## src/sv/cubic_bezier_point_generator_unit_macros.svh

```systemverilog
// Assertion macros shared by the cubic Bezier point generator RTL.
// Expects clk and rst_n in the scope of every use.
`ifndef CUBIC_BEZIER_POINT_GENERATOR_UNIT_MACROS_SVH
`define CUBIC_BEZIER_POINT_GENERATOR_UNIT_MACROS_SVH

// Same-cycle implication, checked out of reset.
`define CBEZ_ASSERT_IMPL(lbl, ante, cons, msg) \
  lbl: assert property (@(posedge clk) disable iff (!rst_n) (ante) |-> (cons)) \
    else $error(msg);

// Next-cycle implication, checked out of reset.
`define CBEZ_ASSERT_NEXT(lbl, ante, cons, msg) \
  lbl: assert property (@(posedge clk) disable iff (!rst_n) (ante) |=> (cons)) \
    else $error(msg);

`endif

```

## src/sv/cbez_pkg.sv

```systemverilog
// Shared types, constants and the coefficient function of the Bezier unit.
// No dependencies; every other file but the macro header imports this package.
package cbez_pkg;

  localparam int CFG_W     = 16;
  localparam int CFG_IDX_W = 3;
  localparam int IDX_W     = 12;
  localparam int CNT_W     = 13;
  localparam int OUT_W     = 24;

  localparam int MAX_POINTS           = 4096;
  localparam int DEN_W                = $clog2(MAX_POINTS);
  localparam int PARAM_FRAC_BITS_DEF  = 16;
  localparam int OUT_FRAC_BITS        = 8;

  // Power-basis coefficient widths for 16-bit control points.
  localparam int A_W = 19;
  localparam int B_W = 20;
  localparam int C_W = 19;
  localparam int COEF_CALC_W = CFG_W + 5;

  localparam logic signed [OUT_W-1:0] OUT_MAX = {1'b0, {(OUT_W-1){1'b1}}};
  localparam logic signed [OUT_W-1:0] OUT_MIN = {1'b1, {(OUT_W-1){1'b0}}};

  typedef enum logic [CFG_IDX_W-1:0] {
    REG_START_X,
    REG_START_Y,
    REG_CTRL1_X,
    REG_CTRL1_Y,
    REG_CTRL2_X,
    REG_CTRL2_Y,
    REG_END_X,
    REG_END_Y
  } cfg_reg_t;

  typedef struct packed {
    logic signed [A_W-1:0]   a;
    logic signed [B_W-1:0]   b;
    logic signed [C_W-1:0]   c;
    logic signed [CFG_W-1:0] p0;
  } coef_t;

  // c = 3(p1-p0), b = 3(p2-p1) - c, a = p3 - p0 - 3(p2-p1)
  function automatic coef_t coef_calc(input logic signed [CFG_W-1:0] p0,
                                      input logic signed [CFG_W-1:0] p1,
                                      input logic signed [CFG_W-1:0] p2,
                                      input logic signed [CFG_W-1:0] p3);
    logic signed [COEF_CALC_W-1:0] d10;
    logic signed [COEF_CALC_W-1:0] d21;
    logic signed [COEF_CALC_W-1:0] cc;
    logic signed [COEF_CALC_W-1:0] cb;
    logic signed [COEF_CALC_W-1:0] ca;
    coef_t res;
    d10 = COEF_CALC_W'(p1) - COEF_CALC_W'(p0);
    d21 = COEF_CALC_W'(p2) - COEF_CALC_W'(p1);
    cc  = d10 + (d10 <<< 1);
    cb  = d21 + (d21 <<< 1) - cc;
    ca  = COEF_CALC_W'(p3) - COEF_CALC_W'(p0) - d21 - (d21 <<< 1);
    res.a  = ca[A_W-1:0];
    res.b  = cb[B_W-1:0];
    res.c  = cc[C_W-1:0];
    res.p0 = p0;
    return res;
  endfunction

endpackage

```

## src/sv/cbez_axis.sv

```systemverilog
// One coordinate lane: a*t3 + b*t2 + c*t + p0 over three register stages,
// then floor shift to the output format and saturate. Depends on cbez_pkg.
module cbez_axis import cbez_pkg::*; #(
  parameter int F = PARAM_FRAC_BITS_DEF
) (
  input  logic                    clk,
  input  logic                    rst_n,
  input  logic                    en,
  input  coef_t                   coef,
  input  logic                    in_vld,
  input  logic [F:0]              in_t,
  input  logic [F:0]              in_t2,
  input  logic [F:0]              in_t3,
  output logic                    out_vld,
  output logic signed [OUT_W-1:0] res
);

  localparam int SUM_W = F + 21;
  localparam int SHL   = (OUT_FRAC_BITS >= F) ? OUT_FRAC_BITS - F : 0;
  localparam int SHR   = (OUT_FRAC_BITS >= F) ? 0 : F - OUT_FRAC_BITS;
  localparam int RW    = SUM_W + SHL;
  localparam logic signed [RW-1:0] SAT_HI = RW'(OUT_MAX);
  localparam logic signed [RW-1:0] SAT_LO = RW'(OUT_MIN);

  logic [2:0]               vld_r;
  logic signed [A_W+F+1:0]  at3_r;
  logic signed [B_W+F+1:0]  bt2_r;
  logic signed [C_W+F+1:0]  ct_r;
  logic signed [SUM_W-1:0]  sab_r;
  logic signed [SUM_W-1:0]  scp_r;
  logic signed [SUM_W-1:0]  sum_r;
  logic signed [RW-1:0]     wide;
  logic signed [RW-1:0]     scaled;

  always_ff @(posedge clk) begin
    if (!rst_n) begin
      vld_r <= '0;
    end else if (en) begin
      vld_r <= {vld_r[1:0], in_vld};
    end
  end

  always_ff @(posedge clk) begin
    if (en) begin
      at3_r <= $signed(coef.a) * $signed({1'b0, in_t3});
      bt2_r <= $signed(coef.b) * $signed({1'b0, in_t2});
      ct_r  <= $signed(coef.c) * $signed({1'b0, in_t});
      sab_r <= SUM_W'(at3_r) + SUM_W'(bt2_r);
      scp_r <= SUM_W'(ct_r) + (SUM_W'($signed(coef.p0)) <<< F);
      sum_r <= sab_r + scp_r;
    end
  end

  // Arithmetic right shift rounds toward minus infinity.
  assign wide   = RW'(sum_r);
  assign scaled = (wide <<< SHL) >>> SHR;

  always_comb begin
    if (scaled > SAT_HI) begin
      res = OUT_MAX;
    end else if (scaled < SAT_LO) begin
      res = OUT_MIN;
    end else begin
      res = scaled[OUT_W-1:0];
    end
  end

  assign out_vld = vld_r[2];

endmodule

```

## config.mk

```make
export PLATFORM = sky130hd
export DESIGN_NAME = cbez_axis
export DESIGN_NICKNAME = d
export VERILOG_FILES = /design/src/sv/cubic_bezier_point_generator_unit_macros.svh /design/src/sv/cbez_pkg.sv /design/src/sv/cbez_axis.sv
export SDC_FILE = /design/constraint.sdc
export NUM_CORES = 2
export LEC_CHECK = 0
export ABC_AREA = 1
export BUFFER_PORTS_ARGS = -buffer_cell sky130_fd_sc_hd__buf_2
export CAP_MARGIN = 5
export CORE_ASPECT_RATIO = 1.75
export CORE_MARGIN = 1.5
export CORE_UTILIZATION = 45
export CTS_BUF_LIST = sky130_fd_sc_hd__clkbuf_8
export CTS_CLUSTER_DIAMETER = 200
export CTS_CLUSTER_SIZE = 16
export DETAILED_ROUTE_END_ITERATION = 12
export HOLD_SLACK_MARGIN = 0.02
export SLEW_MARGIN = 20
export SYNTH_ARGS = -nofsm -noshare
export SYNTH_HDL_FRONTEND = slang
export SYNTH_SLANG_ARGS = --single-unit
```

## constraint.sdc

```tcl
create_clock -name clk -period 6.7 [get_ports clk]
set_input_delay 1.005 -clock clk [delete_from_list [all_inputs] [get_ports clk]]
set_output_delay 1.005 -clock clk [all_outputs]
set_load 0.03 [all_outputs]
```

==> impl_metrics.json <==
{
  "final_nets": 8619,
  "post_drt_wl_per_cell_microns": 17.5,
  "dieArea_sq_um": 120000,
  "design_area_sq_um": 56700,
  "yosysTopAreaCell": "fa_1",
  "antenna_left": 0,
  "rsz0062_at_grt": "false",
  "fin_crit_sh": 0.930,
  "hold_path_class": "register to register",
  "clock_latency_ps": 610,
  "synth_ff_type": "edfxtp_1",
  "postCtsHoldBufs": 0,
  "avgSynthCellArea_sq_um": 7.58,
  "vias_per_cell": 4.89,
  "ys_seq_area_frac": 0.123,
  "crit_arrival_ps": 6570,
  "worst-slew-pin-transition_ps": 883,
  "crit_start": "in_t[3]",
  "critPathSlowestCell": "fa_1",
  "synth-async-reset-ratio": 0,
  "critPathMostFrequentCell": "fa_1",
  "grt_max_degree": 155,
  "nFillCells": 11900,
  "crit_required_ps": 7030,
  "post_cts_resized": 0,
  "coreArea_sq_um": 117000,
  "worstSetupPathType": "primary input to register",
  "pin_count": 154,
  "dr.first_iter.drc_count": 1958,
  "r2r-start": "bt2_r[17]$_DFFE_PP_",
  "synth_area_leaders": "fa_1 (37%), inv_1 (15%), nand2_1 (14%), edfxtp_1 (12%), ha_1 (8.7%)",
  "cts_buffers": 17,
  "synth_top_area_frac": 0.375,
  "yosysWarnings": 0,
  "cp_cell_sequence": "buf_2, nand2_1, fa_1, fa_1, inv_1, fa_1, fa_1, fa_1, inv_1, fa_1, inv_1, ha_1, nand2_1, nor2_1, nand2_1, nor4_1, nand2_1, nand4_1, nand2_1",
  "setup_tns_ps": 0,
  "synth_most_common_cell": "inv_1",
  "synth_cell_types": 42,
  "initial_core_util": 0.453,
  "hpwlAfterDp_mm": 132,
  "area_growth_pct": 7.09,
  "numPortBuffers": 153,
  "fin_ws_ps": 466,
  "layout.cells.non_filler": 8655,
  "antenna_found_initial": 3,
  "start_kind": "primary input",
  "drive_gt1_frac": 0.0592,
  "yosys-top-cells-count": "inv_1 (2150), nand2_1 (2012), fa_1 (990)",
  "htreeDepth": 1,
  "crit_path_max_incr_delay_ps": 590,
  "cts_tree": "done",
  "clk_path_buf_depth": 3,
  "rows": 166,
  "vias": 42300,
  "grt_pass1_vias": 46500,
  "cts_sinks": 217,
  "syn-cell-area_sq_um": 52900,
  "yosys_register_bits": 217,
  "post_cts_buffers": 0,
  "wirelength_mm": 151,
  "finClkSkew_ps": 52.0,
  "clk_pin_slew_ps": 120,
  "placed_area_sq_um": 56400,
  "slew_violations": 0,
  "cap_violations": 0,
  "gp_congestion": 0.962,
  "grt_pass1_wl_mm": 242,
  "syn_nets": 8461,
  "dieHeight_microns": 457,
  "cp-end-kind": "register",
  "die_w_microns": 262,
  "place_ws_ps": -53.6,
  "drc": 0,
  "maxSlewHeadroom": 0.412,
  "clock-root-buffer": "clkbuf_8",
  "fin_crit_ps": 6230,
  "track_usage": 0.259,
  "min_from": "ct_r[6]$_DFFE_PP_",
  "fmax_mhz": 160,
  "drtPass1Iterations": 8,
  "overflow": 0,
  "synth_edf_count": 214,
  "finalSetupViolCount": 0,
  "synth_cells": 6976,
  "critPathMaxFanout": 11,
  "hold_viol_final": 0,
  "post-place-cells": 8627,
  "status": "finished, final reports clean"
}
-- logic make-up after synthesis --
| family | after synthesis | synth area share |
|---|---|---|
| adders and majority gates | 1356 | 0.461 |
| AOI/OAI and AO/OA | 326 | 0.0337 |
| DFF | 217 | 0.123 |
| buffers and inverters | 2374 | 0.168 |
| xor gates and xnor gates | 122 | 0.0202 |
| and+or+nand+nor | 2581 | 0.194 |
-- final cells by class --
type / instances / area [sq um] / area share
timing repair buffer: 362 / 2420 / 0.0427
clock buffer: 17 / 234 / 0.00413
inverter: 2151 / 8070 / 0.142
clock inverter: 9 / 42.5 / 0.000751
antenna: 2 / 5.00 / 0.0000883
sequential: 217 / 6490 / 0.114
tap: 1512 / 1890 / 0.0334
multi-input combinational: 4385 / 37500 / 0.662
-- path summary, 6_finish.rpt --
check                                            to  slack [ps]  depth (start not counted)
worst max-delay path             ct_r[30]$_DFFE_PP_         470                         19
worst min-delay path             scp_r[6]$_DFFE_PP_         420                          0
worst max register to register  sab_r[34]$_DFFE_PP_        4070                          9
worst min register to register   scp_r[6]$_DFFE_PP_         420                          0
-- worst max-delay path: cells and delay by family --
family | cells | cell delay (ps)
fa+ha+maj | 7 | 3470
buf+inv | 4 | 690
simple gates | 8 | 1390
-- per-layer routing --
metal,global-route usage,share of wire
met3,0.0153,0.031
met4,0.146,0.066
met2,0.524,0.56
met1,0.259,0.34
met5,0,0.00013
-- cell usage in the layout (no fill, tap or decap), types with 26 or more instances in the layout --
cell,Yosys,layout
inv_1,2150,2157
nand2_1,2012,2012
fa_1,990,990
ha_1,366,366
nor2_1,273,273
edfxtp_1,214,214
buf_4,0,203
nand3_1,182,182
a21oi_1,178,178
buf_2,0,152
xor2_1,96,96
o21ai_0,89,89
nand4_1,31,31
o21bai_1,31,31
xnor2_1,26,26
-- flip-flops by register name, indices dropped and copies added, names as in the netlist --
signal / flops
at3_r: 37
bt2_r: 37
ct_r: 37
sab_r: 37
scp_r: 37
sum_r: 29
vld_r: 3
-- per-stage QoR --
stage | utilization | hold slack, ps
6_report | 0.485 | 416
5_1_grt | 0.485 | 444
4_1_cts | 0.485 | 430
3_5_place_dp | 0.483 | 405
3_3_place_gp | 0.483 | 405
2_1_floorplan | - | 400
Power is not shown: default switching activity piles up to over one toggle a cycle in this logic, so the estimate is an artifact.
