**src/sv/cubic_bezier_point_generator_unit_macros.svh**
```systemverilog
// Assertion macros shared by the cubic Bezier point generator RTL.
// Expects clk and rst_n in the scope of every use.
`ifndef CUBIC_BEZIER_POINT_GENERATOR_UNIT_MACROS_SVH
`define CUBIC_BEZIER_POINT_GENERATOR_UNIT_MACROS_SVH

// Same-cycle implication, checked out of reset.
`define CBEZ_ASSERT_IMPL(lbl, ante, cons, msg) \
  lbl: assert property (@(posedge clk) disable iff (!rst_n) (ante) |-> (cons)) \
    else $error(msg);

// Next-cycle implication, checked out of reset.
`define CBEZ_ASSERT_NEXT(lbl, ante, cons, msg) \
  lbl: assert property (@(posedge clk) disable iff (!rst_n) (ante) |=> (cons)) \
    else $error(msg);

`endif

```
**src/sv/cbez_pkg.sv**
```systemverilog
// Shared types, constants and the coefficient function of the Bezier unit.
// No dependencies; every other file but the macro header imports this package.
package cbez_pkg;

  localparam int CFG_W     = 16;
  localparam int CFG_IDX_W = 3;
  localparam int IDX_W     = 12;
  localparam int CNT_W     = 13;
  localparam int OUT_W     = 24;

  localparam int MAX_POINTS           = 4096;
  localparam int DEN_W                = $clog2(MAX_POINTS);
  localparam int PARAM_FRAC_BITS_DEF  = 16;
  localparam int OUT_FRAC_BITS        = 8;

  // Power-basis coefficient widths for 16-bit control points.
  localparam int A_W = 19;
  localparam int B_W = 20;
  localparam int C_W = 19;
  localparam int COEF_CALC_W = CFG_W + 5;

  localparam logic signed [OUT_W-1:0] OUT_MAX = {1'b0, {(OUT_W-1){1'b1}}};
  localparam logic signed [OUT_W-1:0] OUT_MIN = {1'b1, {(OUT_W-1){1'b0}}};

  typedef enum logic [CFG_IDX_W-1:0] {
    REG_START_X,
    REG_START_Y,
    REG_CTRL1_X,
    REG_CTRL1_Y,
    REG_CTRL2_X,
    REG_CTRL2_Y,
    REG_END_X,
    REG_END_Y
  } cfg_reg_t;

  typedef struct packed {
    logic signed [A_W-1:0]   a;
    logic signed [B_W-1:0]   b;
    logic signed [C_W-1:0]   c;
    logic signed [CFG_W-1:0] p0;
  } coef_t;

  // c = 3(p1-p0), b = 3(p2-p1) - c, a = p3 - p0 - 3(p2-p1)
  function automatic coef_t coef_calc(input logic signed [CFG_W-1:0] p0,
                                      input logic signed [CFG_W-1:0] p1,
                                      input logic signed [CFG_W-1:0] p2,
                                      input logic signed [CFG_W-1:0] p3);
    logic signed [COEF_CALC_W-1:0] d10;
    logic signed [COEF_CALC_W-1:0] d21;
    logic signed [COEF_CALC_W-1:0] cc;
    logic signed [COEF_CALC_W-1:0] cb;
    logic signed [COEF_CALC_W-1:0] ca;
    coef_t res;
    d10 = COEF_CALC_W'(p1) - COEF_CALC_W'(p0);
    d21 = COEF_CALC_W'(p2) - COEF_CALC_W'(p1);
    cc  = d10 + (d10 <<< 1);
    cb  = d21 + (d21 <<< 1) - cc;
    ca  = COEF_CALC_W'(p3) - COEF_CALC_W'(p0) - d21 - (d21 <<< 1);
    res.a  = ca[A_W-1:0];
    res.b  = cb[B_W-1:0];
    res.c  = cc[C_W-1:0];
    res.p0 = p0;
    return res;
  endfunction

endpackage

```
**src/sv/cbez_div.sv**
```systemverilog
// Curve parameter pipeline: clamps count and index, then divides
// index/(count-1) one quotient bit per stage. Depends on cbez_pkg and the macros.
`include "cubic_bezier_point_generator_unit_macros.svh"

module cbez_div import cbez_pkg::*; #(
  parameter int F = PARAM_FRAC_BITS_DEF
) (
  input  logic             clk,
  input  logic             rst_n,
  input  logic             en,
  input  logic             in_vld,
  input  logic [IDX_W-1:0] in_idx,
  input  logic [CNT_W-1:0] in_cnt,
  output logic             out_vld,
  output logic [F:0]       out_t
);

  localparam logic [F:0] T_ONE = (F+1)'(1) << F;

  logic [CNT_W-1:0] cnt_one;
  logic [CNT_W-1:0] cnt_sat;
  logic [CNT_W-1:0] den_full;
  logic [CNT_W-1:0] idx_full;
  logic [CNT_W-1:0] idx_sat;
  logic             qint;

  logic [F:0]       vld_r;
  logic [F:0]       zero_r;
  logic [DEN_W-1:0] den_r [F+1];
  logic [DEN_W-1:0] rem_r [F+1];
  logic [F:0]       quo_r [F+1];

  // Count of zero acts as one; clamp count and index.
  assign cnt_one  = (in_cnt == '0) ? CNT_W'(1) : in_cnt;
  assign cnt_sat  = (cnt_one > CNT_W'(MAX_POINTS)) ? CNT_W'(MAX_POINTS) : cnt_one;
  assign den_full = cnt_sat - CNT_W'(1);
  assign idx_full = CNT_W'(in_idx);
  assign idx_sat  = (idx_full > den_full) ? den_full : idx_full;
  assign qint     = (idx_sat == den_full);

  always_ff @(posedge clk) begin
    if (!rst_n) begin
      vld_r <= '0;
    end else if (en) begin
      vld_r <= {vld_r[F-1:0], in_vld};
    end
  end

  always_ff @(posedge clk) begin
    if (en) begin
      zero_r   <= {zero_r[F-1:0], (den_full == '0)};
      den_r[0] <= den_full[DEN_W-1:0];
      rem_r[0] <= qint ? '0 : idx_sat[DEN_W-1:0];
      quo_r[0] <= (F+1)'(qint);
    end
  end

  for (genvar k = 0; k < F; k++) begin : g_stage
    logic [DEN_W:0] r2;
    logic [DEN_W:0] dx;
    logic           ge;

    assign r2 = {rem_r[k], 1'b0};
    assign dx = {1'b0, den_r[k]};
    assign ge = (r2 >= dx);

    // Shift, trial subtract, keep on success.
    always_ff @(posedge clk) begin
      if (en) begin
        den_r[k+1] <= den_r[k];
        rem_r[k+1] <= ge ? DEN_W'(r2 - dx) : r2[DEN_W-1:0];
        quo_r[k+1] <= {quo_r[k][F-1:0], ge};
      end
    end
  end

  assign out_vld = vld_r[F];
  assign out_t   = zero_r[F] ? '0 : quo_r[F];

  `CBEZ_ASSERT_IMPL(a_t_le_one, out_vld, out_t <= T_ONE, "curve parameter above one")
  `CBEZ_ASSERT_IMPL(a_int_bit_exact, out_vld && !zero_r[F] && quo_r[F][F], quo_r[F][F-1:0] == '0, "quotient above one")
  `CBEZ_ASSERT_IMPL(a_rem_below_den, out_vld && !zero_r[F], rem_r[F] < den_r[F], "remainder not reduced")

endmodule

```
**config.mk**
```make
export PLATFORM = sky130hd
export DESIGN_NAME = cbez_div
export DESIGN_NICKNAME = d
export VERILOG_FILES = /design/src/sv/cbez_pkg.sv /design/src/sv/cbez_div.sv
export VERILOG_INCLUDE_DIRS = /design/src /design/src/sv
export SDC_FILE = /design/constraint.sdc
export NUM_CORES = 1
export LEC_CHECK = 0
export BUFFER_PORTS_ARGS = -buffer_cell sky130_fd_sc_hd__buf_2
export CAP_MARGIN = 20
export CORE_ASPECT_RATIO = 1.4
export CORE_UTILIZATION = 40
export CTS_BUF_LIST = sky130_fd_sc_hd__clkbuf_4
export CTS_CLUSTER_SIZE = 20
export DETAILED_ROUTE_END_ITERATION = 10
export GPL_ROUTABILITY_DRIVEN = 0
export GPL_TIMING_DRIVEN = 1
export SETUP_SLACK_MARGIN = 0.4
export SLEW_MARGIN = 40
export SYNTH_ARGS = -nofsm -noshare
export SYNTH_HDL_FRONTEND = slang
export SYNTH_SLANG_ARGS = --single-unit
```
**constraint.sdc**
```tcl
create_clock -name clk -period 13.65 [get_ports clk]
set_input_delay 2.0475 -clock clk [delete_from_list [all_inputs] [get_ports clk]]
set_output_delay 2.0475 -clock clk [all_outputs]
set_load 0.01 [all_outputs]
```
==> qor.csv, run 1 <==
stage;metric;value;unit
pwr;p_clk_frac;0.213;
worst_setup_path;critPathLaunchType;input pin;
logic_synthesis;ys.flop_type;edfxtp_1;
logic_synthesis;synth_area_leaders;edfxtp_1 56%, ha_1 8.6%, mux2_2 5.1%, inv_1 3.4%, xnor2_1 2.9%;
sta;finalCriticalPeriod;6100;ps
place;portBuffers;46;
logic_synthesis;avgSynthCellArea;12.6;um^2
logic_synthesis;syn-num-nets;2597;
logic_synthesis;ys_types;63;
routing;vias;18831;
pwr;power_frac_comb;0.400;
floorplan;fp-row-count;117;
cts;post_cts_resized;0;
final_layout;fillers;6647;
global_routing;grt_pass1_wl;97.6;mm
logic_synthesis;ys_seq_area_frac;0.574;
logic_synthesis;yosys_warnings;0;
routing;drt_iter0_drc;1034;
sta;slew_headroom;0.471;
worst_setup_path;critPathKind;in -> reg;
final_layout;layout.nets;2766;
sta;hold_viol_final;0;
logic_synthesis;ys_async_sr_fraction;0;
cts;root_buffer;clkbuf_4;
cts;cts_buffers;144;
global_routing;grt_max_degree;175;
pwr;irDropWorstVdd;92.0;uV
floorplan;start_util;0.406;
floorplan;ioPinCount;47;
routing;ant_nets;0;
worst_setup_path;cp_max_fo;19;
logic_synthesis;synth_enable_flop_cells;554;
logic_synthesis;syn_inst;2350;
routing;routed_wl;61.8;mm
worst_setup_path;crit_arrival;6840;ps
cts;cts_sinks;571;
cts;cts.path.max_buffers;3;
global_routing;grt_usage;0.168;
pwr;leakage;13.2;nW
worst_setup_path;r2r-start;den_r[0][25];
floorplan;chipWidth;232;um
worst_setup_path;crit_start;in_cnt[5];
pwr;swShare;0.342;
final_layout;syn_to_final_growth;11.4;%
cts;cts_tree;built;
pwr;totalPowerFinal;6.96;mW
routing;routedWlPerCell;17.2;um
place;dp_hpwl;44.8;mm
logic_synthesis;syn_area;29600;um^2
sta;slew_violations;0;
pwr;switching_power;2.38;mW
cts;h-tree-depth;4;
sta;timing.final.crit_share;0.447;
worst_setup_path;crit_path_end_kind;flip-flop;
worst_hold_path;hold_path.class;reg -> reg;
logic_synthesis;synth_top_area_frac;0.562;
sta;tns;0;ps
routing;viasPerCell;5.25;
final_layout;drive_gt1_frac;0.175;
routing;drt_first_pass_iters;5;
sta;skew;61.4;ps
pwr;power_frac_seq;0.388;
pwr;p_per_area;211;nW/um^2
worst_setup_path;worstPathRequired;14390;ps
floorplan;dieArea;75100;um^2
floorplan;fp.dieH;324;um
worst_hold_path;hp-start;quo_r[0][51];
sta;rsz0062_at_grt;no;
cts;post_cts_buffers;0;
pwr;p_int;4.58;mW
cts;hold_buffers;0;
flow_run;cap_violations;0;
sta;setup_violations;0;
global_routing;grt_antenna_before_repair;2;
cts;cts.reportedPaths.clkPinSlew;70;ps
logic_synthesis;ys_seq_elements;571;
routing;drcViolationCount;0;
worst_setup_path;reg2reg_slack;10560;ps
sta;max_freq;164;MHz
run_status;status;finished clean;
floorplan;core_area;72900;um^2
global_routing;grt_overflow_total;0;
final_layout;final_core_util;0.452;
sta;worstMarginPinSlew;793;ps
logic_synthesis;synth_top_area_cell;edfxtp_1;
cts;clkLatencyLatePin;990;ps
global_routing;grt_pass1_vias;19387;
-- stage by stage --
| stage | instances | instance area [um^2] | hold slack (ps) | worst slack (ps) |
|---|---|---|---|---|
| after floorplan | 2350 | 29600 | 400 | 7690 |
| after global placement | 3324 | 30900 | 400 | 6850 |
| after detailed placement | 3324 | 31000 | 405 | 6660 |
| after CTS | 3585 | 32900 | 389 | 7820 |
| after global routing | 3588 | 32900 | 409 | 7420 |
| final | 3588 | 32900 | 387 | 7550 |
-- power groups by stage --
stage / combinational, mW / sequential, mW / clock (mW)
2_1_floorplan: 2.15 / 2.63 / 0
3_3_place_gp: 2.69 / 2.73 / 0
3_5_place_dp: 2.76 / 2.74 / 0
4_1_cts: 2.79 / 2.70 / 1.54
5_1_grt: 3.07 / 2.73 / 1.63
6_report: 2.78 / 2.70 / 1.48
-- cell usage after synthesis, types with 11 or more instances --
| cell type | n |
|---|---|
| nor2b_1 | 106 |
| o211ai_1 | 13 |
| a21o_1 | 39 |
| nor2_1 | 127 |
| ha_1 | 203 |
| mux2i_1 | 37 |
| edfxtp_1 | 554 |
| nand3_1 | 40 |
| or3_1 | 37 |
| nor3_1 | 104 |
| xor2_1 | 19 |
| nand2_1 | 51 |
| xnor2_1 | 97 |
| and3_1 | 25 |
| o31ai_1 | 26 |
| inv_1 | 265 |
| fa_1 | 15 |
| o31a_1 | 23 |
| nand2b_1 | 16 |
| o21ai_0 | 84 |
| o21a_1 | 12 |
| nand4_1 | 34 |
| dfxtp_1 | 17 |
| or2_2 | 19 |
| nor4_1 | 15 |
| a21oi_1 | 95 |
| a211oi_1 | 23 |
| buf_1 | 15 |
| mux2_2 | 135 |
| clkbuf_1 | 11 |
-- layout by cell type (no fill, tap or decap), types with 34 or more instances in the layout --
cell	instances
a21o_1	39
a21oi_1	95
buf_2	45
clkbuf_4	202
clkinv_1	36
edfxtp_1	554
ha_1	203
inv_1	265
mux2_2	135
mux2i_1	37
nand2_1	51
nand3_1	40
nand4_1	34
nor2_1	114
nor2b_1	106
nor3_1	104
o21ai_0	84
or3_1	37
xnor2_1	97
-- worst paths after layout --
path             endpoint  depth (start not counted)
max           quo_r[0][0]                         17
min          quo_r[0][69]                          0
max reg2reg  rem_r[0][46]                          9
min reg2reg  quo_r[0][69]                          0
-- metal layers --
metal	GRT usage	part of all wire
met5	0	0
met4	0.0955	0.045
met3	0.0373	0.038
met2	0.330	0.57
met1	0.155	0.35
-- sequential cells by signal, indices dropped and copies added (netlist names) --
signal / count
vld_r: 17
rem_r: 192
zero_r: 17
quo_r: 153
den_r: 192
-- critical path: stages --
cell	delay, ps
buf_2	130
or4_1	720
nor4_1	540
o21ba_2	260
inv_1	90
ha_1	410
nor3b_1	240
o21ai_0	390
inv_1	160
ha_1	320
or3_1	300
o21ai_0	80
a21oi_1	70
a211oi_1	280
o221ai_1	150
o211a_1	310
or2_2	350
-- logic make-up after synthesis --
kind of cell / synth area share
mux: 0.0639
buf+inv: 0.0384
simple gates: 0.110
flops: 0.574
xor+xnor: 0.0343
fa+ha+maj: 0.0960
compound gates: 0.0833
-- final cells by class --
type / instances / area [um^2] / share of cell area
flip-flops and latches: 571 / 17000 / 0.515
repair buffers: 54 / 348 / 0.0106
diodes: 2 / 5.00 / 0.000152
multi-input cells: 1482 / 11500 / 0.349
inverters: 266 / 998 / 0.0303
well taps: 952 / 1190 / 0.0362
clock buffers: 202 / 1520 / 0.0460
clock inverters: 59 / 395 / 0.0120
No activity file was read; power rests on OpenSTA's default activity.
==> inputs of run 2 (changes only) <==
- clock period: 13.65 -> 5.3 ns (I/O delays scaled with it)
==> run 2 against run 1 <==
  * Register-to-register slack got worse by 8400 ps
  * Via count rose by 0.63%
  * Clock skew grew 9.0 ps
  * Power rose to 2.6 times the previous value
  * Critical endpoint is now rem_r[0][0]
  * Cell area hardly changed
  * Utilization about the same
  * Critical path type unchanged
  * Worst setup slack got worse by 6400 ps
  * Global-route usage grew 0.11 points
  * Clock power grew to 2.5 times the previous value
  * Sequential power rose to 2.6 times the previous value
  * First-iteration DRC count up 3.3%
  * Final cell count up 0.14%
==> qor.csv, run 2 (synthesis results as in run 1) <==
stage;metric;value;unit
run_status;status;finished clean;
sta;timing.final.crit_share;0.778;
worst_setup_path;crit_path_top_delay_cell;or4_1;
sta;finalCriticalPeriod;4120;ps
routing;drt_iter0_drc;1068;
floorplan;fp.dieH;324;um
cts;post_cts_buffers;0;
cts;cts.path.max_buffers;3;
flow_run;cap_violations;0;
sta;worstMarginPinSlew;792;ps
worst_setup_path;crit_arrival;4890;ps
worst_setup_path;critPathLaunchType;input pin;
sta;skew;70.3;ps
worst_setup_path;slowest_delay;620;ps
routing;vias;18949;
routing;routedWlPerCell;17.3;um
worst_hold_path;hold_path.class;in -> reg;
cts;hold_buffers;1;
sta;slew_violations;0;
global_routing;grt_pass1_vias;19798;
cts;cts_buffers;146;
worst_setup_path;cp_max_fo;18;
place;post-place-ws;337;ps
sta;slew_headroom;0.472;
place;dp.cells;3331;
sta;tns;0;ps
floorplan;fp-row-count;117;
place;place_area;31100;um^2
final_layout;syn_to_final_growth;11.4;%
global_routing;grt_antenna_before_repair;2;
final_layout;final_common_cell;edfxtp_1;
floorplan;core_area;72900;um^2
routing;viasPerCell;5.27;
floorplan;chipWidth;232;um
floorplan;dieArea;75100;um^2
global_routing;grt_overflow_total;0;
worst_setup_path;critPathKind;in -> reg;
sta;max_freq;242;MHz
cts;root_buffer;clkbuf_4;
pwr;totalPowerFinal;17.9;mW
global_routing;grt_usage;0.169;
routing;routed_wl;62.2;mm
sta;hold_viol_final;0;
routing;ant_nets;0;
cts;cts_tree;built;
final_layout;final_area;32900;um^2
sta;setup_violations;0;
sta;fin_hold_ws;212;ps
worst_setup_path;cp_cell_sequence;buf_2, or4_1, nor4_1, o21ba_2, inv_1, ha_1, buf_4, xnor2_1, ha_1, o21a_1, o31ai_1, a21oi_1, a211oi_1, o221ai_1, o211a_1, buf_4, nor3_1;
place;portBuffers;46;
pwr;irDropWorstVdd;273;uV
worst_setup_path;crit_path_end_kind;flip-flop;
worst_setup_path;worstPathRequired;6070;ps
sta;rsz0062_at_grt;no;
routing;drt_first_pass_iters;5;
final_layout;layout.nets;2775;
cts;post_cts_resized;0;
cts;h-tree-depth;4;
floorplan;ioPinCount;47;
sta;worst_slack;1180;ps
routing;drcViolationCount;0;
final_layout;stdcell_count;3593;
final_layout;final_core_util;0.452;
cts;cts.reportedPaths.clkPinSlew;70;ps
final_layout;drive_gt1_frac;0.178;
final_layout;final_cell_mix;554 x edfxtp_1, 265 x inv_1, 205 x clkbuf_4, 203 x ha_1, 135 x mux2_2;
pwr;p_per_area;543;nW/um^2
place;dp_hpwl;45.1;mm
global_routing;grt_max_degree;115;
global_routing;grt_pass1_wl;98.2;mm
cts;clkLatencyLatePin;1000;ps
floorplan;start_util;0.406;
final_layout;top_regs;den_r x192, rem_r x192, quo_r x153;
cts;cts_sinks;571;
pwr;leakage;13.2;nW
## run 2: path summary, 6_finish.rpt
kind / cells past startpoint / end / slack (ps) / from
max: 17 / rem_r[0][0] / 1180 / in_cnt[6]
min: 2 / vld_r[5] / 210 / rst_n
max reg2reg: 9 / rem_r[0][58] / 2200 / den_r[0][37]
min reg2reg: 0 / quo_r[0][262] / 360 / quo_r[0][244]
## run 2: worst max-delay path, delay by kind of cell
kind	cells	cell delay, ps
buf+inv	4	630
simple gates	3	1310
compound gates	7	1200
fa+ha+maj	2	530
xor+xnor	1	410
## run 2: power by group
part           switching, mW  internal, mW  total (mW)
combinational           3.82          3.38        7.21
sequential             0.507          6.42        6.92
clock                   1.83          1.91        3.75
## run 2: final cells by class
class | count | area [um^2]
clock inverters | 52 | 324
multi-input cells | 1482 | 11500
inverters | 266 | 998
well taps | 952 | 1190
diodes | 4 | 10.0
fillers | 6722 | 40000
flip-flops and latches | 571 | 17000
clock buffers | 205 | 1540
repair buffers | 61 | 393
## run 2: metal layers
metal	up-vias	GRT usage	part of all wire
met5	-	0	0
met4	0	0.113	0.053
met3	218	0.0374	0.037
met2	511	0.329	0.56
met1	9067	0.153	0.35
li1	9153	-	-
