File: config.mk
export PLATFORM = sky130hd
export DESIGN_NAME = cbez_pow
export DESIGN_NICKNAME = d
export VERILOG_FILES = /design/src/sv/cubic_bezier_point_generator_unit_macros.svh /design/src/sv/cbez_pkg.sv /design/src/sv/cbez_pow.sv
export SDC_FILE = /design/constraint.sdc
export NUM_CORES = 1
export LEC_CHECK = 0
export ABC_AREA = 1
export BUFFER_PORTS_ARGS = -buffer_cell sky130_fd_sc_hd__buf_2
export CAP_MARGIN = 20
export CORE_ASPECT_RATIO = 1.1
export CORE_MARGIN = 4
export CORE_UTILIZATION = 40
export DETAILED_ROUTE_END_ITERATION = 10
export PLACE_DENSITY = 0.61
export REMOVE_ABC_BUFFERS = 1
export SYNTH_ARGS = -nofsm -noshare
export SYNTH_HDL_FRONTEND = slang
export SYNTH_SLANG_ARGS = --single-unit
File: constraint.sdc
create_clock -name clk -period 17.93 [get_ports clk]
set_input_delay 1.793 -clock clk [delete_from_list [all_inputs] [get_ports clk]]
set_output_delay 1.793 -clock clk [all_outputs]
set_load 0.05 [all_outputs]
File: src/sv/cubic_bezier_point_generator_unit_macros.svh
// Assertion macros shared by the cubic Bezier point generator RTL.
// Expects clk and rst_n in the scope of every use.
`ifndef CUBIC_BEZIER_POINT_GENERATOR_UNIT_MACROS_SVH
`define CUBIC_BEZIER_POINT_GENERATOR_UNIT_MACROS_SVH

// Same-cycle implication, checked out of reset.
`define CBEZ_ASSERT_IMPL(lbl, ante, cons, msg) \
  lbl: assert property (@(posedge clk) disable iff (!rst_n) (ante) |-> (cons)) \
    else $error(msg);

// Next-cycle implication, checked out of reset.
`define CBEZ_ASSERT_NEXT(lbl, ante, cons, msg) \
  lbl: assert property (@(posedge clk) disable iff (!rst_n) (ante) |=> (cons)) \
    else $error(msg);

`endif

File: src/sv/cbez_pkg.sv
// Shared types, constants and the coefficient function of the Bezier unit.
// No dependencies; every other file but the macro header imports this package.
package cbez_pkg;

  localparam int CFG_W     = 16;
  localparam int CFG_IDX_W = 3;
  localparam int IDX_W     = 12;
  localparam int CNT_W     = 13;
  localparam int OUT_W     = 24;

  localparam int MAX_POINTS           = 4096;
  localparam int DEN_W                = $clog2(MAX_POINTS);
  localparam int PARAM_FRAC_BITS_DEF  = 16;
  localparam int OUT_FRAC_BITS        = 8;

  // Power-basis coefficient widths for 16-bit control points.
  localparam int A_W = 19;
  localparam int B_W = 20;
  localparam int C_W = 19;
  localparam int COEF_CALC_W = CFG_W + 5;

  localparam logic signed [OUT_W-1:0] OUT_MAX = {1'b0, {(OUT_W-1){1'b1}}};
  localparam logic signed [OUT_W-1:0] OUT_MIN = {1'b1, {(OUT_W-1){1'b0}}};

  typedef enum logic [CFG_IDX_W-1:0] {
    REG_START_X,
    REG_START_Y,
    REG_CTRL1_X,
    REG_CTRL1_Y,
    REG_CTRL2_X,
    REG_CTRL2_Y,
    REG_END_X,
    REG_END_Y
  } cfg_reg_t;

  typedef struct packed {
    logic signed [A_W-1:0]   a;
    logic signed [B_W-1:0]   b;
    logic signed [C_W-1:0]   c;
    logic signed [CFG_W-1:0] p0;
  } coef_t;

  // c = 3(p1-p0), b = 3(p2-p1) - c, a = p3 - p0 - 3(p2-p1)
  function automatic coef_t coef_calc(input logic signed [CFG_W-1:0] p0,
                                      input logic signed [CFG_W-1:0] p1,
                                      input logic signed [CFG_W-1:0] p2,
                                      input logic signed [CFG_W-1:0] p3);
    logic signed [COEF_CALC_W-1:0] d10;
    logic signed [COEF_CALC_W-1:0] d21;
    logic signed [COEF_CALC_W-1:0] cc;
    logic signed [COEF_CALC_W-1:0] cb;
    logic signed [COEF_CALC_W-1:0] ca;
    coef_t res;
    d10 = COEF_CALC_W'(p1) - COEF_CALC_W'(p0);
    d21 = COEF_CALC_W'(p2) - COEF_CALC_W'(p1);
    cc  = d10 + (d10 <<< 1);
    cb  = d21 + (d21 <<< 1) - cc;
    ca  = COEF_CALC_W'(p3) - COEF_CALC_W'(p0) - d21 - (d21 <<< 1);
    res.a  = ca[A_W-1:0];
    res.b  = cb[B_W-1:0];
    res.c  = cc[C_W-1:0];
    res.p0 = p0;
    return res;
  endfunction

endpackage

File: src/sv/cbez_pow.sv
// Powers of the curve parameter: t^2 and t^3 truncated to F fraction bits,
// two register stages. Depends on cbez_pkg.
module cbez_pow import cbez_pkg::*; #(
  parameter int F = PARAM_FRAC_BITS_DEF
) (
  input  logic       clk,
  input  logic       rst_n,
  input  logic       en,
  input  logic       in_vld,
  input  logic [F:0] in_t,
  output logic       out_vld,
  output logic [F:0] out_t,
  output logic [F:0] out_t2,
  output logic [F:0] out_t3
);

  logic [1:0]     vld_r;
  logic [F:0]     t_a_r;
  logic [F:0]     t_b_r;
  logic [F:0]     t2_b_r;
  logic [2*F+1:0] tt_r;
  logic [2*F+1:0] t2t_r;

  always_ff @(posedge clk) begin
    if (!rst_n) begin
      vld_r <= '0;
    end else if (en) begin
      vld_r <= {vld_r[0], in_vld};
    end
  end

  always_ff @(posedge clk) begin
    if (en) begin
      tt_r   <= in_t * in_t;
      t_a_r  <= in_t;
      t2_b_r <= tt_r[2*F:F];
      t2t_r  <= tt_r[2*F:F] * t_a_r;
      t_b_r  <= t_a_r;
    end
  end

  assign out_vld = vld_r[1];
  assign out_t   = t_b_r;
  assign out_t2  = t2_b_r;
  assign out_t3  = t2t_r[2*F:F];

endmodule

==> results by stage, run 1 <==
Synthesis:
- Ranked by instance count, the synthesized netlist is headed by inv_1 (774), nand2_1 (654), fa_1 (409).
- The most used flip-flop cell after synthesis is edfxtp_1.
- Yosys mapped the design onto 31 distinct sky130hd cell types.
- The mean instance size in the synthesized netlist is 8.14 µm².
- The portion of the post-synthesis area used by sequential elements is 0.124.
- The mapped netlist covers 20900 µm².
- The flip-flop and latch count after synthesis is a little under 90.
- During synthesis, Yosys emitted a total of 0 warnings.
- The number of enable flip-flop cells after synthesis is 85.
- The share of synthesized area in the top cell type comes to 0.391.
- Synthesis handed over a netlist of approximately 2.6k instances.
- The top cell type by total area after synthesis is fa_1.
- Of all flip-flops after synthesis, the portion carrying an async set or reset was 0.
- After synthesis, the cell types taking the most area are fa_1 (39%), inv_1 (14%), ha_1 (13%), edfxtp_1 (12%), nand2_1 (12%).
- The most common cell in the synthesized netlist is inv_1.

Die:
- The die outline area is between 50000 and 60000 µm².
- The number of cell rows is between 80 and 90.
- For this design the top-level I/O count stands at 73.
- The die is ~250 µm tall.
- The effective utilization at floorplan is 0.406.
- The total area inside the core boundary comes to 51500 µm².
- In this run the horizontal extent of the chip is around 230 µm.

STA:
- The number of pins exceeding their max-slew limit in the final report came to 0.
- Measured against its own limit, the worst slew margin works out to 0.267.
- The fmax is ~0.15 GHz.
- After routing, the total negative slack on setup checks comes to 0 ns.
- The shortest period the worst path allows is between 6 and 7 ns.
- The slew of the pin with the lowest slew margin is ~1.1 ns.
- Dividing the final minimum period by the clock period gives 0.377.
- Setup repair after global routing left no endpoint under its margin.
- The clock skew is between 0.015 and 0.02 ns.
- Setup violations remaining at the end of the flow were counted as 0.
- The hold violation count in the final report came to 0.

Drt:
- The detailed router placed around 16k vias in this run.
- For this block, the routed nets add up to approximately 51000 µm of wire.
- The post-route antenna net violation count is 0.
- The number of vias per cell after detailed routing is ~4.9.
- The DRC violations left is 0.
- In the final routed layout, each cell accounts on average for approximately 16 µm.
- After the first detailed-routing iteration, the DRC count stood at ~900.
- The first TritonRoute pass finished after 7 iterations.

GRT:
- The maximum number of pins on one net before global-route repair is 64.
- Summed over all layers, the global routing overflow is 0.
- The number of global-route vias before repair is around 17k.
- In the global route stage, overall resource usage came out at 0.191.
- The number of antenna violations at the first check in global routing was 0.
- The first global-routing pass estimated roughly 86000 µm of wire.

Final layout:
- Once layout is complete, the utilization of the core stands at 0.429.
- The number of diodes added for antenna fixing is 0.
- After the last flow step, the layout net total stands at approximately 3.2k.
- In the final layout, the share of cells above drive strength 1 is 0.0414.
- The synthesis-to-layout area growth is 5.55%.
- The finished layout holds 3228 standard cells, fillers aside.

Setup path:
- The top fanout value on the critical path is 18.
- The worst setup path is launched from a primary input.
- The critical path contains buffers and inverters numbering 6 combined.
- The critical path endpoint category is a register.
- The signal on the critical path passes through buf_2, nand2_1, inv_1, fa_1, inv_1, fa_1, inv_1, fa_1, fa_1, fa_1, inv_1, fa_1, inv_1, ha_1, a21oi_1, o21ai_0, a21oi_1, nor2_1, nor2_1, nand2_1, nand2_1, nand2_1.
- The cell that appears most often on the critical path is fa_1.
- The library cell contributing the largest single delay on the critical path is fa_1.
- Data on the critical path is required at its endpoint by 18.07 ns.
- Grouping stages by cell kind, the critical path spends the most delay in adder cells.
- The kind of critical path is primary input to register.
- The worst path arrival time is roughly 7 ns.
- The largest incremental delay on the critical path is 0.54 ns.

Clock network:
- The clock-pin slew of the registers on the worst-case setup and hold paths is approximately 0.07 ns.
- The number of buffers added for setup after CTS is 0.
- The number of gates resized after CTS was 0.
- The clock tree synthesis step divided the H-tree into 3 levels.
- In this run the deepest clock path goes through 2 buffers.
- The number of clock buffers inserted by TritonCTS is 9.
- Clock tree synthesis selected as its root buffer the cell clkbuf_16.
- The number of hold-repair buffers added at the cts stage is 0.
- TritonCTS built the clock tree.
- The TritonCTS sink count is 87.
- For the worst-skew pair, the clock arrives at the later sink with an insertion delay of 0.39 ns.

Worst hold path:
- The class of the tightest hold or removal check is register to register.

Job:
- The count of maximum capacitance violations is 0.

Place:
- After detailed placement, the design holds a cell count of between 3k and 4k.
- The number of I/O port buffers is 72.
- The weighted congestion at the end of routability-driven global placement is about 0.91.
- The placed wire-length estimate is around 40000 µm.

Run status:
- The flow ran to the end, and the final reports show no timing, DRC or antenna violations.
[cells in the final DEF (no fill, tap or decap), drive strengths merged, types with 3 or more instances in the layout]
cell	count
inv	777
nand2	659
fa	409
ha	210
nor2	90
edfxtp	85
buf	76
a21oi	68
nand3	46
o21ai	46
nor3	20
xor2	17
xnor2	11
clkbuf	9
o21bai	7
a21o	7
nand4	6
or2	3
o21a	3
clkinv	3
[registers in the layout (all words and copies together) (netlist names)]
name,cells
vld_r,2
tt_r,17
out_t2,17
out_t,17
t2t_r,17
t_a_r,17
[metrics by stage]
stage / setup slack [ns] / instance area [µm²] / hold slack (ns)
floorplan: 11.57 / 20500 / 0.448
global placement: 10.86 / 21700 / 0.460
detailed placement: 10.76 / 21700 / 0.475
CTS: 11.19 / 22100 / 0.495
global route: 10.82 / 22100 / 0.556
finish: 11.18 / 22100 / 0.489
[worst paths after layout]
kind | to | slack, ns | cells past startpoint | startpoint
worst max-delay path | tt_r[29]$_DFFE_PP_ | 11.18 | 22 | in_t[13]
worst min-delay path | vld_r[1]$_SDFFE_PN0P_ | 0.49 | 2 | vld_r[0]$_SDFFE_PN0P_
worst max register to register | t2t_r[31]$_DFFE_PP_ | 11.78 | 20 | t_a_r[8]$_DFFE_PP_
worst min register to register | vld_r[1]$_SDFFE_PN0P_ | 0.49 | 2 | vld_r[0]$_SDFFE_PN0P_
[area by class of cell]
class,count,area [µm²]
Clock buffer,9,225
Multi-Input combinational cell,1608,15000
Clock inverter,7,100
Fill cell,5082,29400
Timing Repair Buffer,76,400
Tap cell,667,835
Sequential cell,87,2590
Inverter,774,2910
[worst reg2reg max path, stage by stage, from the launching register on]
cell and delay, ns:
edfxtp_1 1.03, nand2_1 0.23, fa_1 0.58, inv_1 0.05, fa_1 0.48, fa_1 0.58
fa_1 0.43, fa_1 0.49, inv_1 0.05, fa_1 0.47, inv_1 0.04, ha_1 0.33
a21oi_1 0.25, a21boi_2 0.30, nor2_1 0.06, nor2_1 0.16, nor2_1 0.06, nor2_1 0.12
nand2_1 0.06, nand2_1 0.05, nand2_1 0.05
[kinds of logic after synthesis]
kind of cell             synth area share
flip-flops                          0.124
buffers and inverters               0.158
XOR/XNOR                           0.0117
adder cells (fa/ha/maj)             0.517
AND/OR/NAND/NOR                     0.155
AO/OA/AOI/OAI                      0.0347
[metal layers]
metal | global-route usage | routed length [µm]
met1 | 0.240 | 21200
met2 | 0.343 | 25400
met3 | 0.0272 | 2710
met4 | 0.0559 | 1230
met5 | 0 | 0
Power of run 1 is left out: the tool's default activity adds up to more than one toggle a clock period on the data nets, which glitch-free logic cannot reach.
==> run 2, diff against run 1 <==
Clock period 17.93 ns to 6.6 ns, I/O delays scaled along.
==> run 2 against run 1 <==
Against the previous run:
- cell count grew 0.43%
- non-clock buffer count grew 14
- via count shrank 0.48%
- sequential cell count is the same
- die area is the same
- global-route usage shrank 0.15 points
- critical path depth shrank 4
- routed wire length shrank 0.33%
- setup slack lost 11 ns
- hold slack gained 0.0086 ns
- sequential share of layout area is essentially flat
- design area grew 0.36%
==> results by stage, run 2 (synthesis gave the netlist of run 1 again) <==
Drt:
- The overall routed net length is 50400 µm (-0.33%).
- The initial detailed-routing violation count came to 860 (-3.8%).
- The DRC violations left is 0 (unchanged).
- The number of vias per cell after detailed routing was 4.82 (-0.91%).
- The post-route antenna net violation count came to 0 (unchanged).
- The average routed wire per standard cell came to 15.6 µm (-0.76%).
- The number of optimization iterations in the first detailed-route pass is 5 (-2).
- The via count was 15.6k (-0.48%).

Setup path:
- The slowest stage of the critical path is the edfxtp_1 cell.
- The reg2reg setup slack is 0.59 ns (-11.19 ns).
- The worst path arrival time is 6.14 ns (-0.75 ns).
- Among the stages of the critical path, the cell type that occurs most often is fa_1.
- The top fanout value on the critical path is 18 (unchanged).
- The nature of the critical path startpoint is a register.
- The buffers plus inverters on the worst setup path is 3 (-3).
- The depth of the worst register-to-register path is 18 (-10%).
- STA classifies the critical path endpoint as a register.
- Walking the worst path, the cells encountered are nand2_1, fa_1, fa_1, fa_1, inv_1, fa_1, fa_1, inv_1, fa_1, inv_1, ha_1, a21oi_1, o21ai_0, a21o_1, a21oi_1, nand2_1, nand2_1, nand2_1.
- In this run the worst setup path begins at tt_r[29]$_DFFE_PP_.
- The required time of the worst setup path is 6.74 ns (-11.33 ns).
- The origin of the critical flop-to-flop path is tt_r[29]$_DFFE_PP_.
- In this design, the largest share of critical-path delay is due to adder cells.
- The kind of critical path is register to register.
- In this run the critical register-to-register path is captured at t2t_r[28]$_DFFE_PP_.
- The largest incremental delay on the critical path is 0.93 ns (+0.39 ns).

STA:
- The clock skew is 0.0230 ns (+0.00571 ns).
- The shortest period the worst path allows is between 6 and 7 ns.
- The hold violation count in the final report is 0 (unchanged).
- Of the available clock period, the critical path in the final layout requires 0.910.
- The relative max-transition margin was 0.321 (+0.0541).
- The final-report setup violation count is 0 (unchanged).
- The slew of the pin with the lowest slew margin is 1.02 ns (-0.0811 ns).
- The number of pins exceeding their max-slew limit in the final report was 0 (unchanged).
- The accumulated negative setup slack is 0 ns (unchanged).
- Setup repair after global routing left no endpoint under its margin.
- The fmax is 0.166 GHz.

Worst hold path:
- The path class of the tightest hold or removal check is register to register.
- The critical hold path startpoint is vld_r[0]$_SDFFE_PN0P_.
- The number of instances on the worst hold path was 2 (unchanged).
- The endpoint with the worst hold slack is vld_r[1]$_SDFFE_PN0P_.

Die:
- The number of cell rows came to 87 (unchanged).
- The die outline area is 56000 µm² (unchanged).
- The chip height is 248 µm (unchanged).
- The effective utilization at floorplan is 0.406 (unchanged).
- The count of pins on the block boundary was 73 (unchanged).
- The core region area came to 51500 µm² (unchanged).
- The width of the die is 226 µm (unchanged).

Clock network:
- The maximum level of the CTS H-tree is 3 (unchanged).
- The number of clock buffers inserted by TritonCTS is 9 (unchanged).
- The TritonCTS sink count is 87 (unchanged).
- The tree is rooted in a clkbuf_16.
- TritonCTS built the clock tree.
- The clock-pin slew of the registers on the worst-case setup and hold paths is 0.07 ns (about the same).
- The worst-case clock buffer depth is 2 (unchanged).
- The total of cells resized after clock tree synthesis was 0 (unchanged).
- The number of hold-repair buffers added at the cts stage was 0 (unchanged).
- The number of buffers added for setup after CTS is 0 (unchanged).
- The clock latency at the later pin of the worst-skew pair is 0.39 ns (about the same).

Final layout:
- The fraction of layout instances using a drive strength above 1 came to 0.0462 (+0.00484).
- The library cells used most frequently in the layout, excluding fill and tap cells, are inv_1 (774), nand2_1 (654), fa_1 (409).
- The final net count is 3210 (+0.44%).
- The end-of-flow core utilization came to 0.430 (+0.00153).
- The most common library cell in the layout ignoring fill and taps is inv_1.
- The final cell count without fillers is 3242 (+0.43%).
- The cell area after layout is 22200 µm² (+0.36%).
- The synthesis-to-layout area growth is 5.93%.

GRT:
- The global-route wire length before repair came to 85000 µm (-0.92%).
- The global routing usage summed across all routing layers came to 0.190 (-0.00147).
- The maximum number of pins on one net before global-route repair is 58 (-9.4%).
- The total overflow reported by the global router is 0 (unchanged).
- The number of antenna violations at the first check in global routing is 1 (+1).
- The number of global-route vias before repair came to 17.2k (-0.74%).

Run status:
- The flow ran to the end, and the final reports show no timing, DRC or antenna violations.

Job:
- The count of maximum capacitance violations was 0 (unchanged).

Place:
- The placed standard-cell area is 21900 µm² (+0.52%).
- The weighted congestion at the end of routability-driven global placement is 0.891 (-1.9%).
- The number of I/O port buffers is 72 (unchanged).
- The placed wire-length estimate is 41200 µm (+2.0%).
- The number of placed instances, taps included was 3226 (+0.47%).
## run 2: layer usage
layer,GRT usage,share of wire
met5,0,0
met4,0.0441,0.019
met3,0.0261,0.043
met2,0.341,0.50
met1,0.244,0.43
## run 2: cell type report
type	instances	area [µm²]
antenna	1	2.50
clock buffer	9	225
clock inverter	6	78.8
fill	5163	29300
inverter	774	2910
multi-input combinational	1608	15000
sequential	87	2590
tap	667	835
timing repair buffer	90	498
## run 2: worst max path at each step
stage | endpoint | slack [ns] | cells after the start
final | t2t_r[28]$_DFFE_PP_ | 0.59 | 18
after global routing | t2t_r[32]$_DFFE_PP_ | 0.28 | 19
after CTS | t2t_r[24]$_DFFE_PP_ | 0.56 | 19
after detailed placement | tt_r[30]$_DFFE_PP_ | 0.46 | 20
after global placement | tt_r[30]$_DFFE_PP_ | 0.51 | 20
after floorplan | tt_r[29]$_DFFE_PP_ | 1.37 | 21
## run 2: through the flow
stage	setup WS, ns	hold WS (ns)
finish	0.593	0.498
CTS	0.562	0.493
floorplan	1.37	0.448
global route	0.279	0.541
global placement	0.511	0.461
detailed placement	0.459	0.482
## run 2: worst min-delay path, delay by kind of cell (launching register included)
kind | cells | cell delay, ns
DFF | 1 | 0.31
and+or+nand+nor | 2 | 0.15
Power of run 2 is left out for the same reason.
==> run 3, diff against run 2 <==
Settings changed: ABC_AREA 1 to unset, PLACE_DENSITY 0.61 to 0.62.
==> run 3 against run 2 <==
Against the previous run:
- critical endpoint is now t2t_r[31]$_DFFE_PP_
- via count shrank 14%
- hold slack gained 0.013 ns
- synthesized cell count shrank 21%
- sequential cell count is the same
- critical path type unchanged
- design area shrank 3.4%
- area after synthesis shrank 5.8%
- register-to-register slack lost 0.30 ns
- clock skew shrank 0.0072 ns
- largest cell class unchanged
- routed wire length shrank 9.8%
==> results by stage, run 3 <==
Final layout:
- The synthesis-to-layout area growth is 8.67%.
- The sequential cell area came to 2590 µm² (unchanged).
- The footprint of the multi-input gates is 14900 µm² (-1.0%).
- The fraction of layout instances using a drive strength above 1 came to 0.0726 (+0.0264).
- The number of fill cells in the layout is 4680 (-9.4%).
- The final net count is 2755 (-14%).
- In the layout the commonest cells are inv_1 (536), fa_1 (409), nand2_1 (266).
- The number of diodes added for antenna fixing is 0 (-1).
- The library cell used most frequently in the layout, excluding fill and tap cells, is inv_1.

GRT:
- The number of global-route vias before repair was 14.9k (-13%).
- The maximum number of pins on one net before global-route repair is 61 (+5.2%).
- The number of antenna violations at the first check in global routing is 0 (-1).
- The total overflow reported by the global router is 0 (unchanged).
- The global routing usage summed across all routing layers is 0.181 (-0.00899).
- The global-route wire length before repair is 75800 µm (-11%).

Clock network:
- The maximum level of the CTS H-tree is 3 (unchanged).
- The worst-case clock buffer depth is 2 (unchanged).
- The clock-pin slew of the registers on the worst-case setup and hold paths is 0.08 ns (about the same).
- The number of clock buffers inserted by TritonCTS came to 9 (unchanged).
- TritonCTS built the clock tree.
- The number of buffers added for setup after CTS is 0 (unchanged).
- The clock latency at the later pin of the worst-skew pair was 0.38 ns (about the same).
- The library cell used as clock root buffer is clkbuf_16.
- The total of cells resized after clock tree synthesis is 0 (unchanged).
- The number of hold-repair buffers added at the cts stage is 0 (unchanged).
- The TritonCTS sink count is 87 (unchanged).

STA:
- Setup repair after global routing left no endpoint under its margin.
- The shortest period the worst path allows is 6.31 ns (+0.304 ns).
- The slew of the pin with the lowest slew margin was 0.827 ns (-0.191 ns).
- The final-report setup violation count was 0 (unchanged).
- The number of pins exceeding their max-slew limit in the final report is 0 (unchanged).
- The fmax is 0.158 GHz (-4.8%).
- The accumulated negative setup slack is 0 ns (unchanged).
- The hold violation count in the final report is 0 (unchanged).
- The final clock period utilization by the worst path is 0.956 (+0.0461).
- The clock skew is 0.0158 ns (-0.00715 ns).
- The relative max-transition margin was 0.449 (+0.128).

Drt:
- The post-route antenna net violation count is 0 (unchanged).
- The DRC violations left is 0 (unchanged).
- The initial detailed-routing violation count is 627 (-27%).
- The via count is 13.5k (-14%).
- The number of optimization iterations in the first detailed-route pass is 5 (unchanged).
- The overall routed net length is 45500 µm (-9.8%).
- The average routed wire per standard cell was 16.4 µm (+5.5%).
- The number of vias per cell after detailed routing is 4.87 (+1.0%).

Setup path:
- The library cell contributing the largest single delay on the critical path is edfxtp_1.
- The top fanout value on the critical path is 11 (-7).
- The worst register-to-register path ends at t2t_r[31]$_DFFE_PP_.
- The largest incremental delay on the critical path is 0.79 ns (-0.14 ns).
- The worst path arrival time is 6.44 ns (+0.30 ns).
- The required time of the worst setup path came to 6.73 ns (about the same).
- The critical path endpoint category is a register.
- Traced cell by cell, the critical path runs through buf_4, nand2_1, fa_1, fa_1, inv_1, fa_1, fa_1, fa_1, inv_1, fa_1, inv_1, ha_1, nand2_1, o211ai_1, o2111ai_1, a21oi_4, nor3b_1, or3_1, xnor2_1.
- The cell seen most often among critical-path stages is fa_1.
- The depth of the worst register-to-register path was 19 (+1).
- The buffers plus inverters on the worst setup path was 4 (+1).
- In this run the worst setup path terminates at t2t_r[31]$_DFFE_PP_.
- The worst register-to-register path begins at t_a_r[10]$_DFFE_PP_.
- The count of cell instances traversed by the critical path was 19 (+1).
- The worst setup path is of the register to register kind.
- On the critical path the largest part of the delay comes from adder cells.
- In this run the worst setup path begins at t_a_r[10]$_DFFE_PP_.
- The reg2reg setup slack is 0.29 ns (-0.30 ns).
- The nature of the critical path startpoint is a register.

Die:
- The effective utilization at floorplan was 0.404 (-0.00271).
- The number of cell rows is 85 (-2.3%).
- The count of pins on the block boundary is 73 (unchanged).
- The width of the die is 220 µm (-2.9%).
- The die outline area is 52900 µm² (-5.6%).
- The core region area is 48800 µm² (-5.2%).
- The chip height came to 241 µm (-2.9%).

Synthesis:
- The count of different cell masters after synthesis came to 57 (+84%).
- The top cell type by total area after synthesis is fa_1.
- The synthesized instance count is 2037 (-21%).
- The combined area of all synthesized cells is 19700 µm² (-5.8%).
- The portion of the post-synthesis area used by sequential elements is 0.132 (+0.00766).
- The number of warnings reported in the yosys synthesis log was 0 (unchanged).
- The flip-flop and latch count after synthesis is 87 (unchanged).
- By count the netlist is led by inv_1 (536), fa_1 (409), nand2_1 (266).
- The async set or reset register ratio after synthesis is 0 (unchanged).
- The mean instance size in the synthesized netlist came to 9.67 µm² (+19%).
- In the post-synthesis netlist, the biggest area contributors are fa_1 (42%), ha_1 (13%), edfxtp_1 (13%), inv_1 (10%), and2_1 (5.5%).
- inv_1 is the most common cell in the netlist.
- The number of enable flip-flop cells after synthesis is 85 (unchanged).
- The area share of the largest cell type after synthesis is 0.415 (+0.0242).
- The top flip-flop cell by instance count after synthesis is edfxtp_1.

Run status:
- The run finished with clean final reports.

Job:
- The count of maximum capacitance violations is 0 (unchanged).

Place:
- The weighted congestion at the end of routability-driven global placement is 0.868 (-2.6%).
- The number of I/O port buffers is 72 (unchanged).
- The placed wire-length estimate is 39100 µm (-5.1%).

Worst hold path:
- The class of the tightest hold or removal check is primary input to register.
run 3: cell types whose count changed in the layout (fill, tap and decap cells not counted), moves of 9 or more:
cell,delta
nand2_1,-388
nor3_1,-16
nand3_1,-35
o21ai_0,-23
xnor2_1,+27
and2_1,+174
and3_1,+9
buf_4,+38
a21oi_1,-17
a21o_1,+24
inv_1,-238
nor2_1,-62
run 3: worst min path at each step:
stage,end,from,depth (start not counted),slack [ns]
2_1_floorplan,vld_r[0]$_SDFFE_PN0P_,vld_r[0]$_SDFFE_PN0P_,2,0.48
3_3_place_gp,vld_r[1]$_SDFFE_PN0P_,vld_r[0]$_SDFFE_PN0P_,2,0.49
3_5_place_dp,out_t2[11]$_DFFE_PP_,tt_r[27]$_DFFE_PP_,0,0.51
4_1_cts,vld_r[1]$_SDFFE_PN0P_,rst_n,2,0.49
5_1_grt,vld_r[1]$_SDFFE_PN0P_,rst_n,2,0.51
6_report,vld_r[1]$_SDFFE_PN0P_,rst_n,2,0.51
run 3: cells by family (layout without fill, tap and decap cells):
kind of cell / after synthesis / after routing / share of synthesized area
buf+inv: 597 / 680 / 0.114
xor+xnor: 48 / 48 / 0.0213
fa+ha+maj: 619 / 619 / 0.549
mux: 5 / 5 / 0.00260
simple gates: 526 / 526 / 0.130
compound gates: 155 / 155 / 0.0518
flops: 87 / 87 / 0.132
run 3: final cells by class:
cell class / instances / share of cell area
Clock inverter: 7 / 0.00526
Multi-Input combinational cell: 1353 / 0.695
Sequential cell: 87 / 0.121
Timing Repair Buffer: 128 / 0.0366
Tap cell: 652 / 0.0381
Inverter: 536 / 0.0940
Clock buffer: 9 / 0.0105
run 3: metal layers:
layer | routed length (µm) | global-route usage
met3 | 1870 | 0.0243
met2 | 22300 | 0.312
met5 | 0 | 0
met1 | 20100 | 0.238
met4 | 1140 | 0.0556
run 3: stage by stage:
stage                      util  worst slack, ns  hold WS, ns  instance area [µm²]  instances
after floorplan               -            0.689        0.482                19500       1976
after global placement    0.432            0.239        0.492                21100       2756
after detailed placement  0.432            0.123        0.507                21100       2756
after CTS                 0.439            0.338        0.492                21400       2772
after global routing      0.439           0.0492        0.510                21400       2772
final                     0.439            0.288        0.511                21400       2772
Power of run 3 is left out for the same reason.
